--- config.mk ---
export PLATFORM = sky130hd
export DESIGN_NAME = vmm_cell
export DESIGN_NICKNAME = d
export VERILOG_FILES = /design/src/sv/vmm_pkg.sv /design/src/sv/vmm_cell.sv
export SDC_FILE = /design/constraint.sdc
export NUM_CORES = 1
export LEC_CHECK = 0
export BUFFER_PORTS_ARGS = -buffer_cell sky130_fd_sc_hd__buf_4
export CORE_MARGIN = 3
export CORE_UTILIZATION = 25
export CTS_BUF_LIST = sky130_fd_sc_hd__clkbuf_4 sky130_fd_sc_hd__clkbuf_8
export DETAILED_ROUTE_END_ITERATION = 10
export PLACE_DENSITY = 0.51
export SKIP_LAST_GASP = 1
export SYNTH_ARGS = -nofsm -noshare
export SYNTH_HDL_FRONTEND = slang
export SYNTH_SLANG_ARGS = --single-unit
--- constraint.sdc ---
create_clock -name clk -period 1.01 [get_ports clk]
set_clock_uncertainty 0.1 [all_clocks]
set_input_delay 0.202 -clock clk [delete_from_list [all_inputs] [get_ports clk]]
set_output_delay 0.202 -clock clk [all_outputs]
set_load 0.02 [all_outputs]
--- src/sv/vmm_pkg.sv ---
package vmm_pkg;

    localparam int ACC_W = 38;  // Q8.30 accumulator
    localparam int VAL_W = 16;  // Q1.15 input value
    localparam int LEN_W = 7;   // length registers and element counter
    localparam int IDX_W = 6;   // row, column and result index

    localparam logic [LEN_W-1:0] CNT_MAX = 7'd127;

    typedef logic signed [ACC_W-1:0] acc_t;

endpackage

--- src/sv/vmm_cell.sv ---
// One accumulator of the column ring.
module vmm_cell (
    input  logic          clk,
    input  logic          rst_n,
    input  logic          shift,
    input  vmm_pkg::acc_t d,
    output vmm_pkg::acc_t q
);
    import vmm_pkg::*;

    acc_t acc_reg;
    acc_t acc_next;

    always_comb
    begin
        acc_next = shift ? d : acc_reg;
    end

    always_ff @(posedge clk or negedge rst_n)
    begin
        if (!rst_n)
        begin
            acc_reg <= '0;
        end
        else
        begin
            acc_reg <= acc_next;
        end
    end

    assign q = acc_reg;

endmodule

==> results by group, run 1 <==
Status
  • Outcome: complete, but fails checks
  • Failing checks: negative setup slack

Pwr
  • VDD IR max: 604 uV
  • Pwr per Cell Area: 1530 nW/um2
  • Static leakage: 1.27 nW

Critical path
  • Worst-path fanout max: 2
  • Crit. Startpoint: q[36]$_DFFE_PN0P_
  • RR Startpoint: q[26]$_DFFE_PN0P_
  • CP top delay family: flip-flops
  • Cell chain of the critical path: buf_6
  • WP data required: 0.71 ns
  • Largest stage delay on the critical path: 0.40 ns
  • Critical Path AT: 0.83 ns
  • Crit end category: output port
  • Worst Setup Path Type: register to output port
  • Bufs and invs on worst path: 1
  • Startpoint types: register
  • Crit-path slowest cell: dfrtp_1

Clock network
  • H-Tree Depth: 2
  • Worst-path clk slew: 0.07 ns
  • CTS Buffer Depth: 2
  • CTS tree: built
  • Skew-Pair Late Insertion Delay: 0.28 ns
  • Sink Count: 38
  • Root Buffer: clkbuf_8
  • Num CTS Buffers: 5

Layout
  • Max reg flops: 38
  • Most frequent cells in the layout: buf_4 (55), buf_6 (40), dfrtp_1 (38)
  • Final nets: 223
  • Share of cells above drive strength 1: 78.7%
  • Diode count: 0
  • Commonest non-fill, non-tap cell in the layout: buf_4
  • Fillers: 503
  • Syn-to-layout area delta: 72.3%

Synthesis
  • Sequential share of the synthesized area: 63.7%
  • Post-Syn Instances: 80
  • Register bit total from synthesis: 38
  • Count of cell types in the netlist: 5
  • Ys Warns: 0
  • Post-Syn Area: 1490 um2
  • Synth top area cells: dfrtp_1 (64%), mux2_4 (20%), mux2_2 (14%)
  • Syn Nets: 121
  • Synth Area per Inst: 18.7 um2
  • Cell taking the most area after synthesis: dfrtp_1
  • Yosys top cell area share: 63.7%

Job
  • MaxCap Viol Count: 0

Floorplan
  • Die Y: 83.3 um
  • Die area: 6930 um2
  • Core area: 5640 um2
  • Initial cell density of the core: 26.5%
  • Die width: 83.3 um
  • FP Rows: 27
  • I/O pins: 79

Timing
  • Fin crit period: 1.13 ns
  • Slew Limit Headroom: 91.1%
  • Pins over their slew limit: 0
  • Setup repair after global routing missed its margin: yes
  • Hold Vio Cnt, Final: 0
  • Max Clock Freq: 887 MHz
  • Final worst path period share: 112%
  • Least-Margin Pin Slew: 0.133 ns
  • Setup ws final: -0.117 ns
  • Hold_ws: 0.0424 ns
  • Final setup violation count: 38

Drt
  • WL/cell: 14.4 um
  • Drt total wl: 3.67 mm
  • DRT antenna net count: 0
  • DR vias/cell: 4.15
  • Iteration-0 DRC Markers: 24
  • Routed vias: 1,059
  • DRC violations left: 0
  • Initial DRT Pass Iterations: 3

GRT
  • Largest net degree at the start of global routing: 23
  • Vias in the first global route: 1,139
  • Met3 global-route usage: 3.87%
  • First-pass GRT wire length: 5.88 mm
  • GRT overflow: 0
  • Total global-route track usage: 10.8%
  • Antenna violations before repair: 0
  • GRT busiest layer: met2
  • Met2 usage: 17.4%
  • Grt met1 use: 13.0%

Placed design
  • Placer Congestion: 0.712
  • Port Buffer Count: 78
  • Setup WS pre-CTS: -0.0723 ns

Hold path
  • HP Class: primary input to register
  • Hold path startpoint: d[27]
cell type report:
class | instances | area, um2 | share of cell area (%)
sequential | 38 | 951 | 37.0
timing repair buffer | 99 | 933 | 36.3
multi-input combinational | 38 | 503 | 19.6
clock buffer | 7 | 90.1 | 3.50
tap | 72 | 90.1 | 3.50
clock inverter | 1 | 5.00 | 0.195
metal layers:
metal	up-vias	routed length (um)
met5	-	0
met4	0	65
met3	5	243
met2	43	1930
met1	530	1430
li1	481	-
per-stage QoR:
| step | std cells | cell area [um2] | util, % | TNS, ns | power (W) |
|---|---|---|---|---|---|
| CTS | 254 | 2560 | 45.3 | -4.49 | 0.00401 |
| detailed placement | 231 | 2200 | 39.1 | -1.46 | 0.00269 |
| global route | 255 | 2570 | 45.6 | -5.48 | 0.00415 |
| finish | 255 | 2570 | 45.6 | -3.97 | 0.00394 |
| global placement | 231 | 2200 | 39.1 | -1.02 | 0.00267 |
| floorplan | 80 | 1490 | - | 0 | 0.00222 |
logic make-up after synthesis:
| logic type | after synthesis | share of synthesized area [%] |
|---|---|---|
| buffers and inverters | 4 | 2.60 |
| DFF | 38 | 63.7 |
| muxes | 38 | 33.7 |
what timing repair did:
action | 4_1_cts | 5_1_grt
hold buffers | 1 | 0
pin swaps | 0 | 0
setup buffers | 14 | 1
endpoints found under the setup margin | 38 | 49
resized for setup | 38 | 2
hold endpoints to repair | 38 | 0
synth_stat cells (all sizes together):
cell   count
dfrtp     38
mux2      38
buf        4
worst paths after layout:
kind / end / slack (ns) / depth (start not counted)
worst max-delay path: q[36] / -0.12 / 1
worst min-delay path: q[27]$_DFFE_PN0P_ / 0.04 / 2
worst max register to register: q[26]$_DFFE_PN0P_ / 0.01 / 2
worst min register to register: q[35]$_DFFE_PN0P_ / 0.43 / 1
max in group asynchronous: q[11]$_DFFE_PN0P_ / 0.30 / 3
min in group asynchronous: q[22]$_DFFE_PN0P_ / 0.17 / 2
power breakdown:
group	internal [W]	switching [W]	total (W)
logic	0.000663	0.000413	0.00108
registers	0.00168	0.000111	0.00179
clock network	0.000577	0.000502	0.00108
total	0.00292	0.00103	0.00394
No activity file was read; power rests on OpenSTA's default activity.
==> run 2, diff against run 1 <==
--- a/config.mk
+++ b/config.mk
@@ -5,12 +5,15 @@
 export SDC_FILE = /design/constraint.sdc
 export NUM_CORES = 1
 export LEC_CHECK = 0
+export ABC_AREA = 0
 export BUFFER_PORTS_ARGS = -buffer_cell sky130_fd_sc_hd__buf_4
+export CELL_PAD_IN_SITES_DETAIL_PLACEMENT = 1
+export CELL_PAD_IN_SITES_GLOBAL_PLACEMENT = 1
 export CORE_MARGIN = 3
-export CORE_UTILIZATION = 25
+export CORE_UTILIZATION = 36
 export CTS_BUF_LIST = sky130_fd_sc_hd__clkbuf_4 sky130_fd_sc_hd__clkbuf_8
 export DETAILED_ROUTE_END_ITERATION = 10
-export PLACE_DENSITY = 0.51
+export PLACE_DENSITY = 0.82
 export SKIP_LAST_GASP = 1
 export SYNTH_ARGS = -nofsm -noshare
 export SYNTH_HDL_FRONTEND = slang
==> run 2 against run 1 <==
  * The run still ends with negative setup slack left
  * Final area increased by 0.19%
  * Wire length increased by 33%
  * Global-route usage rose by 7.9 points
  * Combinational power rose by 6%
  * Worst hold slack better by 0.0096 ns
  * Clock power is 6% lower
  * Sequential power is essentially flat
  * Total power is 0.80% higher
  * Critical path type unchanged
==> results by group, run 2 (synthesis results as in run 1) <==
Hold path
  • Min-Delay Path Depth: 2
  • Hold path startpoint: d[24]
  • Hold Path Sink: q[24]$_DFFE_PN0P_
  • HP Class: primary input to register

Drt
  • DRT antenna net count: 0
  • Drt total wl: 4.88 mm
  • Iteration-0 DRC Markers: 30
  • WL/cell: 21.0 um
  • DRC violations left: 0
  • Routed vias: 1,087
  • Initial DRT Pass Iterations: 3
  • DR vias/cell: 4.69

Critical path
  • Cell chain of the critical path: buf_6
  • Largest stage delay on the critical path: 0.41 ns
  • CP top delay family: flip-flops
  • WP data required: 0.71 ns
  • FF-to-FF path depth: 3
  • Startpoint types: register
  • Worst-path fanout max: 2
  • Setup slack, reg-to-reg: -0.11 ns
  • Crit end category: output port
  • Worst Setup Path Type: register to output port
  • RR Startpoint: q[6]$_DFFE_PN0P_
  • Critical Path AT: 0.83 ns
  • Bufs and invs on worst path: 1
  • Crit-path slowest cell: dfrtp_1
  • Reg2Reg Capture Point: q[6]$_DFFE_PN0P_

Layout
  • Utilization after layout: 67.4%
  • Syn-to-layout area delta: 72.7%
  • Share of cells above drive strength 1: 78.8%
  • Diode count: 0
  • Final std cells w/o fill: 232
  • Max reg flops: 38
  • Final nets: 226
  • Fillers: 355
  • Most frequent cells in the layout: buf_6 (50), buf_4 (49), dfrtp_1 (38)
  • Commonest non-fill, non-tap cell in the layout: buf_6

GRT
  • GRT overflow: 0
  • First-pass GRT wire length: 7.02 mm
  • Largest net degree at the start of global routing: 39
  • Total global-route track usage: 18.7%
  • Vias in the first global route: 1,315
  • Antenna violations before repair: 0

Timing
  • Slew Limit Headroom: 68.0%
  • Setup repair after global routing missed its margin: yes
  • Setup_tns: -4.31 ns
  • Least-Margin Pin Slew: 0.480 ns
  • Final worst path period share: 112%
  • Max Clock Freq: 880 MHz
  • Hold Vio Cnt, Final: 0
  • Setup ws final: -0.126 ns
  • Final setup violation count: 43
  • Pins over their slew limit: 0
  • Fin crit period: 1.14 ns

Placed design
  • Placer Congestion: 0.723
  • Dpl cells: 204
  • Port Buffer Count: 78
  • DPL Wire Length: 2.95 mm

Pwr
  • Switch Pwr: 0.00107 W
  • Switching share of power: 26.9%
  • Int Pwr: 0.00290 W
  • Logic pwr share: 29.0%
  • Static leakage: 1.28 nW
  • Sequential share of power: 45.5%
  • VDD IR max: 1120 uV
  • Pwr per Cell Area: 1540 nW/um2
  • Clock Power Share: 25.4%

Floorplan
  • I/O pins: 79
  • Core area: 3830 um2
  • Initial cell density of the core: 39.0%
  • Die area: 4950 um2
  • Die width: 70.4 um
  • FP Rows: 22
  • Die Y: 70.4 um

Clock network
  • CTS Buffer Depth: 2
  • Worst-path clk slew: 0.07 ns
  • Root Buffer: clkbuf_8
  • H-Tree Depth: 2
  • Sink Count: 38
  • CTS tree: built
  • Num CTS Buffers: 5
  • Skew-Pair Late Insertion Delay: 0.28 ns

Status
  • Failing checks: negative setup slack
  • Outcome: complete, but fails checks

Job
  • MaxCap Viol Count: 0
[run 2: changes by cell type in the layout (fill, tap and decap cells not counted)]
cell / previous run / this run
buf_6: 40 / 50
clkinv_2: 1 / 0
buf_4: 55 / 49
clkbuf_4: 1 / 0
buf_12: 3 / 2
[run 2: power groups by stage]
stage          clock (W)  sequential, W  combinational, W
6_report         0.00101        0.00181           0.00115
5_1_grt          0.00112        0.00183           0.00121
4_1_cts          0.00103        0.00179           0.00107
3_5_place_dp           0        0.00180          0.000889
3_3_place_gp           0        0.00178          0.000862
2_1_floorplan          0        0.00197          0.000246
[run 2: what timing repair did]
item                       4_1_cts  5_1_grt
setup endpoints to repair       38       52
buffers inserted                14        7
hold buffers                     1        0
gates resized for setup         38       12
hold endpoints to repair        38        0
[run 2: stage by stage]
step / hold WS (ns) / setup WS [ns] / power [W] / cell area [um2]
2_1_floorplan: -0.194 / 0.00451 / 0.00222 / 1490
3_5_place_dp: 0.0970 / -0.0745 / 0.00268 / 2140
5_1_grt: 0.0437 / -0.163 / 0.00416 / 2580
6_report: 0.0519 / -0.126 / 0.00397 / 2580
3_3_place_gp: 0.0883 / -0.0471 / 0.00264 / 2140
4_1_cts: 0.0441 / -0.123 / 0.00390 / 2480
[run 2: how the worst max path moves through the flow]
stage / start / end / slack (ns) / cells after the start
final: q[18]$_DFFE_PN0P_ / q[18] / -0.13 / 1
after global routing: q[8]$_DFFE_PN0P_ / q[8] / -0.16 / 1
after CTS: q[22]$_DFFE_PN0P_ / q[22] / -0.12 / 1
after detailed placement: shift / q[13]$_DFFE_PN0P_ / -0.07 / 3
after global placement: shift / q[11]$_DFFE_PN0P_ / -0.05 / 3
after floorplan: shift / q[16]$_DFFE_PN0P_ / 0.005 / 3
[run 2: cell type report]
class | instances | area, um2 | area share [%]
Tap cell | 48 | 60.1 | 2.33
Timing Repair Buffer | 102 | 981 | 38.1
Sequential cell | 38 | 951 | 36.9
Clock buffer | 6 | 82.6 | 3.20
Multi-Input combinational cell | 38 | 503 | 19.5
[run 2: routing by layer]
layer  wire (um)  track usage, %  up-vias
li1            -               -      486
met1        1710            19.8      549
met2        2780            33.5       46
met3         336            8.06        6
met4          61            5.32        0
met5           0               0        -
