==> config.mk <==
export PLATFORM = sky130hd
export DESIGN_NAME = vmm_mac
export DESIGN_NICKNAME = d
export VERILOG_FILES = /design/src/sv/vmm_pkg.sv /design/src/sv/vmm_mac.sv
export SDC_FILE = /design/constraint.sdc
export NUM_CORES = 1
export LEC_CHECK = 0
export ABC_AREA = 1
export BUFFER_PORTS_ARGS = -buffer_cell sky130_fd_sc_hd__buf_2
export CORE_MARGIN = 5
export CORE_UTILIZATION = 30
export DETAILED_ROUTE_END_ITERATION = 8
export GPL_ROUTABILITY_DRIVEN = 0
export HOLD_SLACK_MARGIN = 0.15
export MAX_ROUTING_LAYER = met4
export PLACE_DENSITY = 0.55
export REMOVE_ABC_BUFFERS = 1
export SYNTH_ARGS = -nofsm -noshare
export SYNTH_HDL_FRONTEND = slang
export SYNTH_SLANG_ARGS = --single-unit
export TNS_END_PERCENT = 30
==> constraint.sdc <==
create_clock -name clk -period 1.2 [get_ports clk]
set_input_delay 0.24 -clock clk [delete_from_list [all_inputs] [get_ports clk]]
set_output_delay 0.24 -clock clk [all_outputs]
set_load 0.05 [all_outputs]
==> src/sv/vmm_pkg.sv <==
package vmm_pkg;

    localparam int ACC_W = 38;  // Q8.30 accumulator
    localparam int VAL_W = 16;  // Q1.15 input value
    localparam int LEN_W = 7;   // length registers and element counter
    localparam int IDX_W = 6;   // row, column and result index

    localparam logic [LEN_W-1:0] CNT_MAX = 7'd127;

    typedef logic signed [ACC_W-1:0] acc_t;

endpackage

==> src/sv/vmm_mac.sv <==
// Registered signed product, sign-extended to accumulator width.
module vmm_mac #(
    parameter int W = 16
) (
    input  logic                clk,
    input  logic                rst_n,
    input  logic                in_valid,
    input  logic signed [W-1:0] a,
    input  logic signed [W-1:0] b,
    output logic                prod_valid,
    output vmm_pkg::acc_t       prod
);
    import vmm_pkg::*;

    logic signed [2*W-1:0] p;
    acc_t                  prod_reg;
    acc_t                  prod_next;
    logic                  valid_reg;

    always_comb
    begin
        p         = a * b;
        prod_next = acc_t'(p);
    end

    always_ff @(posedge clk or negedge rst_n)
    begin
        if (!rst_n)
        begin
            valid_reg <= 1'b0;
        end
        else
        begin
            valid_reg <= in_valid;
        end
    end

    always_ff @(posedge clk)
    begin
        if (in_valid)
        begin
            prod_reg <= prod_next;
        end
    end

    assign prod_valid = valid_reg;
    assign prod       = prod_reg;

endmodule

==> impl_metrics.py, run 1 <==
metrics = {
    "worst_setup_path": {
        "arrival_ns": 4.95,
        "worstSetupPathType": "input pin to flip-flop",
        "critPathMaxStageDelay_ns": 0.63,
        "critical_path.cell_chain": "buf_12, nand2_4, inv_4, fa_1, buf_6, fa_2, buf_6, inv_4, fa_1, inv_2, fa_1, fa_1, fa_1, ha_4, nand2_4, nor2_4, nand2_2, nor3_2, nand2_1, nand3_1, nand2_1",
        "startpoint_type": "input pin",
        "crit_path_end_kind": "flip-flop",
        "cp_common_cell": "fa_1",
        "crit_slowest_cell": "fa_2",
        "crit_path_max_fanout": 6,
        "required_ns": 1.22,
    },
    "global_route": {
        "grt_most_used_layer": "met2",
        "met3_usage_pct": 1.380,
        "track_usage_pct": 14.76,
        "use_met2_pct": 26.79,
        "antenna_found_initial": 0,
        "grt_pass1_vias": 10700,
        "gr-total-overflow": 0,
        "grt.met1_usage_pct": 18.47,
        "grt_start_max_net_pins": 34,
        "grt_pass1_wl_microns": 52160,
    },
    "sta": {
        "slew_headroom_pct": 79.49,
        "finalCritPeriodShare_pct": 410.7,
        "finalSetupViolations": 37,
        "rsz0062_at_grt": "yes",
        "timing.fmax_mhz": 202.9,
        "tns_ns": -94.72,
        "slew_viol_final": 0,
        "hold_viol": 0,
        "fin_ws_ns": -3.728,
        "worst_pin_slew_ns": 0.3073,
        "final.min_clock_period_ns": 4.928,
    },
    "synth": {
        "synthXorXnorAreaFrac_pct": 1.405,
        "synth-simple-area-share_pct": 18.13,
        "netlist_area_sq_um": 11840,
        "synth_fa_ha_area_share_pct": 52.95,
        "ys_types": 31,
        "yosysWarnings": 0,
        "synth_top_family_by_area": "adder cells",
        "syn_inst": 1506,
        "avgSynthCellArea_sq_um": 7.864,
        "yosysSeqAreaShare_pct": 8.325,
        "synth_mux_area_share_pct": 0,
        "ys_seq_elements": 33,
        "synth-compound-area-share_pct": 1.828,
    },
    "cts": {
        "clk_pin_slew_ns": 0.06,
        "numCtsBuffers": 5,
        "numClockSinks": 33,
        "cts_root_buffer": "clkbuf_16",
        "cts-htree-levels": 2,
        "cts_tree": "done",
        "clockBufferDepth": 2,
    },
    "routing": {
        "drt_drc_violations_left": 0,
        "drt_iter0_drc": 420,
        "finalWirelength_microns": 30810,
        "antenna_left": 0,
        "wl_per_cell_microns": 13.95,
        "num_vias": 9626,
        "drt-pass1-iter-count": 5,
        "vias_per_cell": 4.358,
    },
    "placed_design": {
        "hpwl_microns": 26290,
        "port-buffer-count": 73,
        "placed_cells": 2174,
    },
    "floorplanning": {
        "die_y_microns": 208.7,
        "fp.dieW_microns": 208.7,
        "rows": 72,
        "design.core.area_sq_um": 38830,
        "ios": 74,
        "start_util_pct": 30.50,
        "fp.dieArea_sq_um": 43550,
    },
    "layout": {
        "layout_common_cells": "inv_1 (436), nand2_1 (356), fa_1 (249), buf_4 (147), ha_1 (51)",
        "instances_no_fill": 2209,
        "synthToLayoutAreaGrowth_pct": 30.56,
        "final_util_pct": 39.83,
        "finalNetCount": 2069,
        "drive_gt1_share_pct": 27.50,
        "final_common_cell": "inv_1",
        "largest_register_ffs": 32,
        "diodes": 0,
    },
    "min_path": {
        "hold_path.class": "input pin to asynchronous set/reset pin",
    },
    "status": {
        "violations": "negative setup slack",
        "status": "finished with violations",
    },
    "flow_run": {
        "max_cap_viol_count": 0,
    },
}
## cells in the mapped netlist (all sizes together)
master | count | area [sq um]
o21bai | 5 | 37.54
o21a | 1 | 7.510
fa | 262 | 5245
xnor2 | 2 | 17.52
nand4 | 12 | 75.07
edfxtp | 32 | 960.9
nor3 | 8 | 50.05
dfrtp | 1 | 25.02
nand3 | 36 | 190.2
or2 | 3 | 18.77
nand2 | 415 | 1565
inv | 477 | 1790
ha | 82 | 1026
nand3b | 3 | 22.52
buf | 7 | 48.79
o21ai | 8 | 40.04
clkbuf | 58 | 217.7
xor2 | 17 | 148.9
and2 | 1 | 6.260
a21oi | 24 | 123.9
nor2 | 51 | 219.0
a21o | 1 | 7.510
## per-stage QoR
stage	setup WS [ns]	cell area, sq um	hold slack (ns)
2_1_floorplan	-3.961	11580	-0.05559
3_3_place_gp	-4.297	13720	0.01432
3_5_place_dp	-4.317	13720	0.01586
4_1_cts	-3.747	15010	0.2503
5_1_grt	-3.882	15460	0.2680
6_report	-3.728	15460	0.2656
## per-layer routing
| layer | share of wire, % | routed length (microns) |
|---|---|---|
| met1 | 44 | 13570 |
| met2 | 51 | 15810 |
| met3 | 3.7 | 1130 |
| met4 | 0.97 | 298 |
| met5 | 0 | 0 |
## final timing paths
| kind | start | endpoint | slack (ns) | cells after the start |
|---|---|---|---|---|
| setup / recovery | a[15] | prod[29] | -3.73 | 21 |
| hold / removal | rst_n | prod_valid | 0.27 | 2 |
| max in group asynchronous | rst_n | prod_valid | 0.85 | 2 |
| min in group clk | in_valid | prod_valid | 0.34 | 2 |
## worst max-delay path, delay by kind of cell
family	cells	cell delay [ns]
adder cells (fa/ha/maj)	7	3.41
AND/OR/NAND/NOR	8	0.80
buffers and inverters	6	0.51
## kinds of logic after synthesis
family	Yosys count
buffers and inverters	542
flip-flops	33
XOR/XNOR	19
adder cells (fa/ha/maj)	344
AND/OR/NAND/NOR	529
AO/OA/AOI/OAI	39
## cell type report
class                   instances  area, sq um
clock buffers                   5        125.1
multi-input cells             931         9774
fillers                      3934        23360
well taps                     518        648.1
repair buffers                242         2107
flip-flops and latches         33        985.9
clock inverters                 3        17.52
inverters                     477         1805
## repair_timing
action	CTS	global route
pin swaps	77	54
endpoints found under the setup margin	39	38
cloned	0	2
hold buffers	1	0
endpoints found under the hold margin	1	0
resized for setup	241	112
setup buffers	14	11
Power of run 1 is left out: the tool's default activity adds up to more than one toggle a clock period on the data nets, which glitch-free logic cannot reach.
==> run 2, diff against run 1 <==
--- a/config.mk
+++ b/config.mk
@@ -7,7 +7,7 @@
 export LEC_CHECK = 0
 export ABC_AREA = 1
 export BUFFER_PORTS_ARGS = -buffer_cell sky130_fd_sc_hd__buf_2
-export CORE_MARGIN = 5
+export CORE_MARGIN = 10
 export CORE_UTILIZATION = 30
 export DETAILED_ROUTE_END_ITERATION = 8
 export GPL_ROUTABILITY_DRIVEN = 0
==> run 2 against run 1 <==
Net effect:
- the run still ends with negative setup slack left
- first-iteration DRC count is 10% higher
- die area increased by 9.8%
- non-clock buffer count up 2
- wire length is 1.7% higher
- critical path depth unchanged
- maximum frequency is 0.41% lower
- worst hold slack worse by 0.016 ns
- critical endpoint is now prod[20]
- largest cell class unchanged
==> impl_metrics.py, run 2 (synthesized netlist as in run 1, its figures left out) <==
metrics = {
    "status": {
        "status": "finished with violations",
        "violations": "negative setup slack",
    },
    "global_route": {
        "grt_start_max_net_pins": 34,
        "antenna_found_initial": 0,
        "track_usage_pct": 14.20,
        "gr-total-overflow": 0,
        "grt_pass1_vias": 10740,
        "grt_pass1_wl_microns": 53930,
    },
    "min_path": {
        "hold_path.class": "input pin to asynchronous set/reset pin",
    },
    "sta": {
        "final.min_clock_period_ns": 4.948,
        "worst_pin_slew_ns": 0.3154,
        "hold_viol": 0,
        "rsz0062_at_grt": "yes",
        "slew_viol_final": 0,
        "finalCritPeriodShare_pct": 412.4,
        "timing.fmax_mhz": 202.1,
        "holdWs_ns": 0.2501,
        "finalSetupViolations": 39,
        "fin_ws_ns": -3.748,
        "slew_headroom_pct": 78.95,
    },
    "worst_setup_path": {
        "cpLargestDelayFamily": "adder cells",
        "crit_path_max_fanout": 4,
        "startpoint_type": "input pin",
        "worstSetupPathType": "input pin to flip-flop",
        "crit_path_end_kind": "flip-flop",
        "critPathMaxStageDelay_ns": 0.59,
        "path_buf_inv": 7,
        "required_ns": 1.32,
        "arrival_ns": 5.07,
        "cp_common_cell": "inv_2",
        "critical_path.cell_chain": "buf_4, nand2_2, inv_2, fa_2, buf_6, fa_1, fa_2, fa_2, fa_1, inv_2, fa_1, inv_2, ha_4, buf_12, nand2_8, nor2_4, inv_2, nor2_4, nand4_1, nand3_1, xor2_1",
        "crit_slowest_cell": "fa_2",
    },
    "cts": {
        "cts_tree": "done",
        "cts_root_buffer": "clkbuf_16",
        "numCtsBuffers": 5,
        "cts-htree-levels": 2,
        "clk_pin_slew_ns": 0.06,
        "clockBufferDepth": 2,
        "numClockSinks": 33,
    },
    "routing": {
        "num_vias": 9585,
        "drt_drc_violations_left": 0,
        "vias_per_cell": 4.335,
        "drt-pass1-iter-count": 7,
        "drt_iter0_drc": 464,
        "antenna_left": 0,
        "finalWirelength_microns": 31340,
        "wl_per_cell_microns": 14.18,
    },
    "layout": {
        "layout_common_cells": "inv_1 (445), nand2_1 (368), fa_1 (243), buf_4 (156), ha_1 (51)",
        "final_common_cell": "inv_1",
        "synthToLayoutAreaGrowth_pct": 30.64,
        "diodes": 0,
        "fin_area_sq_um": 15470,
        "finalNetCount": 2071,
        "largest_register_ffs": 32,
        "drive_gt1_share_pct": 26.64,
    },
    "flow_run": {
        "max_cap_viol_count": 0,
    },
    "floorplanning": {
        "ios": 74,
        "design.core.area_sq_um": 38830,
        "fp.dieArea_sq_um": 47830,
        "rows": 72,
        "start_util_pct": 30.50,
        "fp.dieW_microns": 218.7,
        "die_y_microns": 218.7,
    },
    "placed_design": {
        "post_dp_cell_area_sq_um": 13690,
        "port-buffer-count": 73,
        "hpwl_microns": 26820,
    },
}
-- run 2: cell count changes in the layout (fill, tap and decap cells not counted), moves of 7 or more --
cell | previous run | this run
inv_1 | 436 | 445
nand2_1 | 356 | 368
nand2_2 | 42 | 34
buf_12 | 13 | 6
inv_2 | 35 | 28
buf_4 | 147 | 156
-- run 2: through the flow --
stage	setup TNS, ns	util (%)	std cells	setup slack (ns)
after floorplan	-103.03	-	1441	-3.961
after global placement	-112.51	35.27	2174	-4.385
after detailed placement	-112.96	35.27	2174	-4.405
after CTS	-95.77	38.96	2199	-3.722
after global routing	-100.16	39.85	2211	-3.900
final	-95.37	39.85	2211	-3.748
-- run 2: worst max-delay path by stage --
stage / cells after the start / end / start
2_1_floorplan: 20 / prod[31] / a[15]
3_3_place_gp: 18 / prod[19] / a[15]
3_5_place_dp: 20 / prod[27] / a[15]
4_1_cts: 23 / prod[27] / b[3]
5_1_grt: 23 / prod[27] / a[15]
6_report: 21 / prod[20] / b[2]
-- run 2: what timing repair did --
item	in CTS	in global routing
setup buffers	14	12
gates resized for setup	255	80
cloned	2	0
endpoints found under the setup margin	43	40
pin swaps	84	76
hold endpoints to repair	1	0
hold buffers	1	0
-- run 2: layout make-up --
cell class	instances	area, sq um
Multi-Input combinational cell	931	9757
Fill cell	3931	23350
Sequential cell	33	985.9
Clock inverter	3	65.06
Inverter	477	1800
Timing Repair Buffer	244	2091
Tap cell	518	648.1
Clock buffer	5	125.1
-- run 2: per-layer routing --
metal | track usage, % | vias to the layer above | wire length, microns
li1 | - | 4589 | -
met1 | 18.03 | 4787 | 14070
met2 | 24.39 | 183 | 15710
met3 | 1.257 | 26 | 1183
met4 | 2.666 | 0 | 381
met5 | - | - | 0
Power of run 2 is left out for the same reason.
==> run 3, diff against run 2 <==
--- a/config.mk
+++ b/config.mk
@@ -11,6 +11,7 @@
 export CORE_UTILIZATION = 30
 export DETAILED_ROUTE_END_ITERATION = 8
 export GPL_ROUTABILITY_DRIVEN = 0
+export GPL_TIMING_DRIVEN = 0
 export HOLD_SLACK_MARGIN = 0.15
 export MAX_ROUTING_LAYER = met4
 export PLACE_DENSITY = 0.55
==> constraint.sdc (replaced) <==
create_clock -name clk -period 1.2 [get_ports clk]
set_input_delay 0.06 -clock clk [delete_from_list [all_inputs] [get_ports clk]]
set_output_delay 0.06 -clock clk [all_outputs]
set_load 0.05 [all_outputs]
==> run 3 against run 2 <==
Net effect:
- the run still ends with negative setup slack left
- count of clock-buffer cells in the layout grew 1
- via count shrank 3.2%
- non-clock buffer count shrank 123
- critical path type unchanged
- maximum frequency grew 2.1%
==> impl_metrics.py, run 3 (synthesized netlist as in run 1, its figures left out) <==
metrics = {
    "floorplanning": {
        "fp.dieW_microns": 218.7,
        "die_y_microns": 218.7,
        "start_util_pct": 30.50,
        "ios": 74,
        "fp.dieArea_sq_um": 47830,
        "rows": 72,
        "design.core.area_sq_um": 38830,
    },
    "routing": {
        "antenna_left": 0,
        "finalWirelength_microns": 30940,
        "wl_per_cell_microns": 14.82,
        "vias_per_cell": 4.445,
        "drt_drc_violations_left": 0,
        "drt-pass1-iter-count": 6,
        "num_vias": 9281,
        "drt_iter0_drc": 483,
    },
    "cts": {
        "numClockSinks": 33,
        "cts-htree-levels": 2,
        "numCtsBuffers": 5,
        "clk_pin_slew_ns": 0.06,
        "clockBufferDepth": 2,
        "cts_tree": "done",
        "cts_root_buffer": "clkbuf_16",
    },
    "global_route": {
        "track_usage_pct": 13.52,
        "grt_pass1_wl_microns": 51450,
        "gr-total-overflow": 0,
        "antenna_found_initial": 0,
        "grt_start_max_net_pins": 34,
        "grt_pass1_vias": 10020,
    },
    "sta": {
        "slew_viol_final": 0,
        "worst_pin_slew_ns": 0.7682,
        "timing.fmax_mhz": 206.4,
        "rsz0062_at_grt": "yes",
        "holdWs_ns": 0.1847,
        "hold_viol": 0,
        "slew_headroom_pct": 48.78,
        "finalSetupViolations": 29,
        "final.min_clock_period_ns": 4.846,
        "fin_ws_ns": -3.646,
        "finalCritPeriodShare_pct": 403.8,
    },
    "layout": {
        "largest_register_ffs": 32,
        "layout_common_cells": "inv_1 (442), nand2_1 (354), fa_1 (249), ha_1 (46), buf_2 (42)",
        "fillers": 3907,
        "final-seq-area_sq_um": 985.9,
        "synthToLayoutAreaGrowth_pct": 25.67,
        "diodes": 0,
        "drive_gt1_share_pct": 22.48,
        "multi_input_area_sq_um": 10030,
        "finalNetCount": 1948,
        "final_common_cell": "inv_1",
    },
    "flow_run": {
        "max_cap_viol_count": 0,
    },
    "worst_setup_path": {
        "worstSetupPathType": "input pin to flip-flop",
        "startpoint_type": "input pin",
        "arrival_ns": 4.88,
        "crit_path_end_kind": "flip-flop",
        "crit_path_max_fanout": 4,
        "required_ns": 1.23,
    },
    "placed_design": {
        "pre_cts_slack_ns": -4.672,
        "port-buffer-count": 73,
        "hpwl_microns": 24560,
    },
    "status": {
        "violations": "negative setup slack",
        "status": "finished with violations",
    },
    "min_path": {
        "hold_path.class": "input pin to flip-flop",
    },
}
[run 3: routing by layer]
metal	global-route usage (%)	part of all wire (%)	vias to the layer above	wire length (microns)
met3	0.7735	3.8	20	1171
met1	17.32	44	4716	13570
met4	2.160	1.1	0	332
met5	-	0	-	0
met2	23.50	51	197	15870
li1	-	-	4348	-
[run 3: what timing repair did]
action                                 CTS  global route
endpoints found under the hold margin    1             0
setup endpoints to repair               30            30
hold buffers                             2             0
pin swaps                               84            75
buffers inserted                        24            21
gates resized for setup                303           108
gates cloned                             0             1
[run 3: path summary, 6_finish.rpt]
path,start,endpoint,slack (ns),depth (start not counted)
min in group asynchronous,rst_n,prod_valid,0.62,3
worst min-delay path,a[0],prod[0],0.18,3
max in group asynchronous,rst_n,prod_valid,0.48,3
worst max-delay path,b[15],prod[31],-3.65,23
[run 3: layout make-up]
type	count	area share, %
Inverter	477	12.10
Tap cell	518	4.354
Clock inverter	2	0.2270
Sequential cell	33	6.624
Timing Repair Buffer	121	8.415
Clock buffer	6	0.8658
Multi-Input combinational cell	931	67.41
[run 3: per-stage QoR]
stage	utilization [%]	TNS, ns	cells	instance area (sq um)
global placement	32.43	-109.75	2032	12590
detailed placement	32.43	-110.41	2032	12590
floorplan	-	-96.37	1441	11580
global route	38.33	-92.24	2088	14880
finish	38.33	-87.97	2088	14880
CTS	36.67	-86.67	2066	14240
[run 3: critical path: stages]
cell and delay, ns:
buf_6 0.07, clkinvlp_4 0.11, buf_12 0.15, or2_4 0.22, fa_1 0.48, inv_1 0.05
fa_1 0.49, inv_1 0.05, fa_1 0.48, inv_1 0.06, fa_1 0.50, fa_1 0.57
fa_1 0.45, ha_4 0.32, nand2_2 0.10, nor2_4 0.14, nand3_2 0.10, nor3_2 0.14
nand2_1 0.13, inv_1 0.07, nor2_1 0.04, nand2_1 0.05, nand2_1 0.05
Power of run 3 is left out for the same reason.
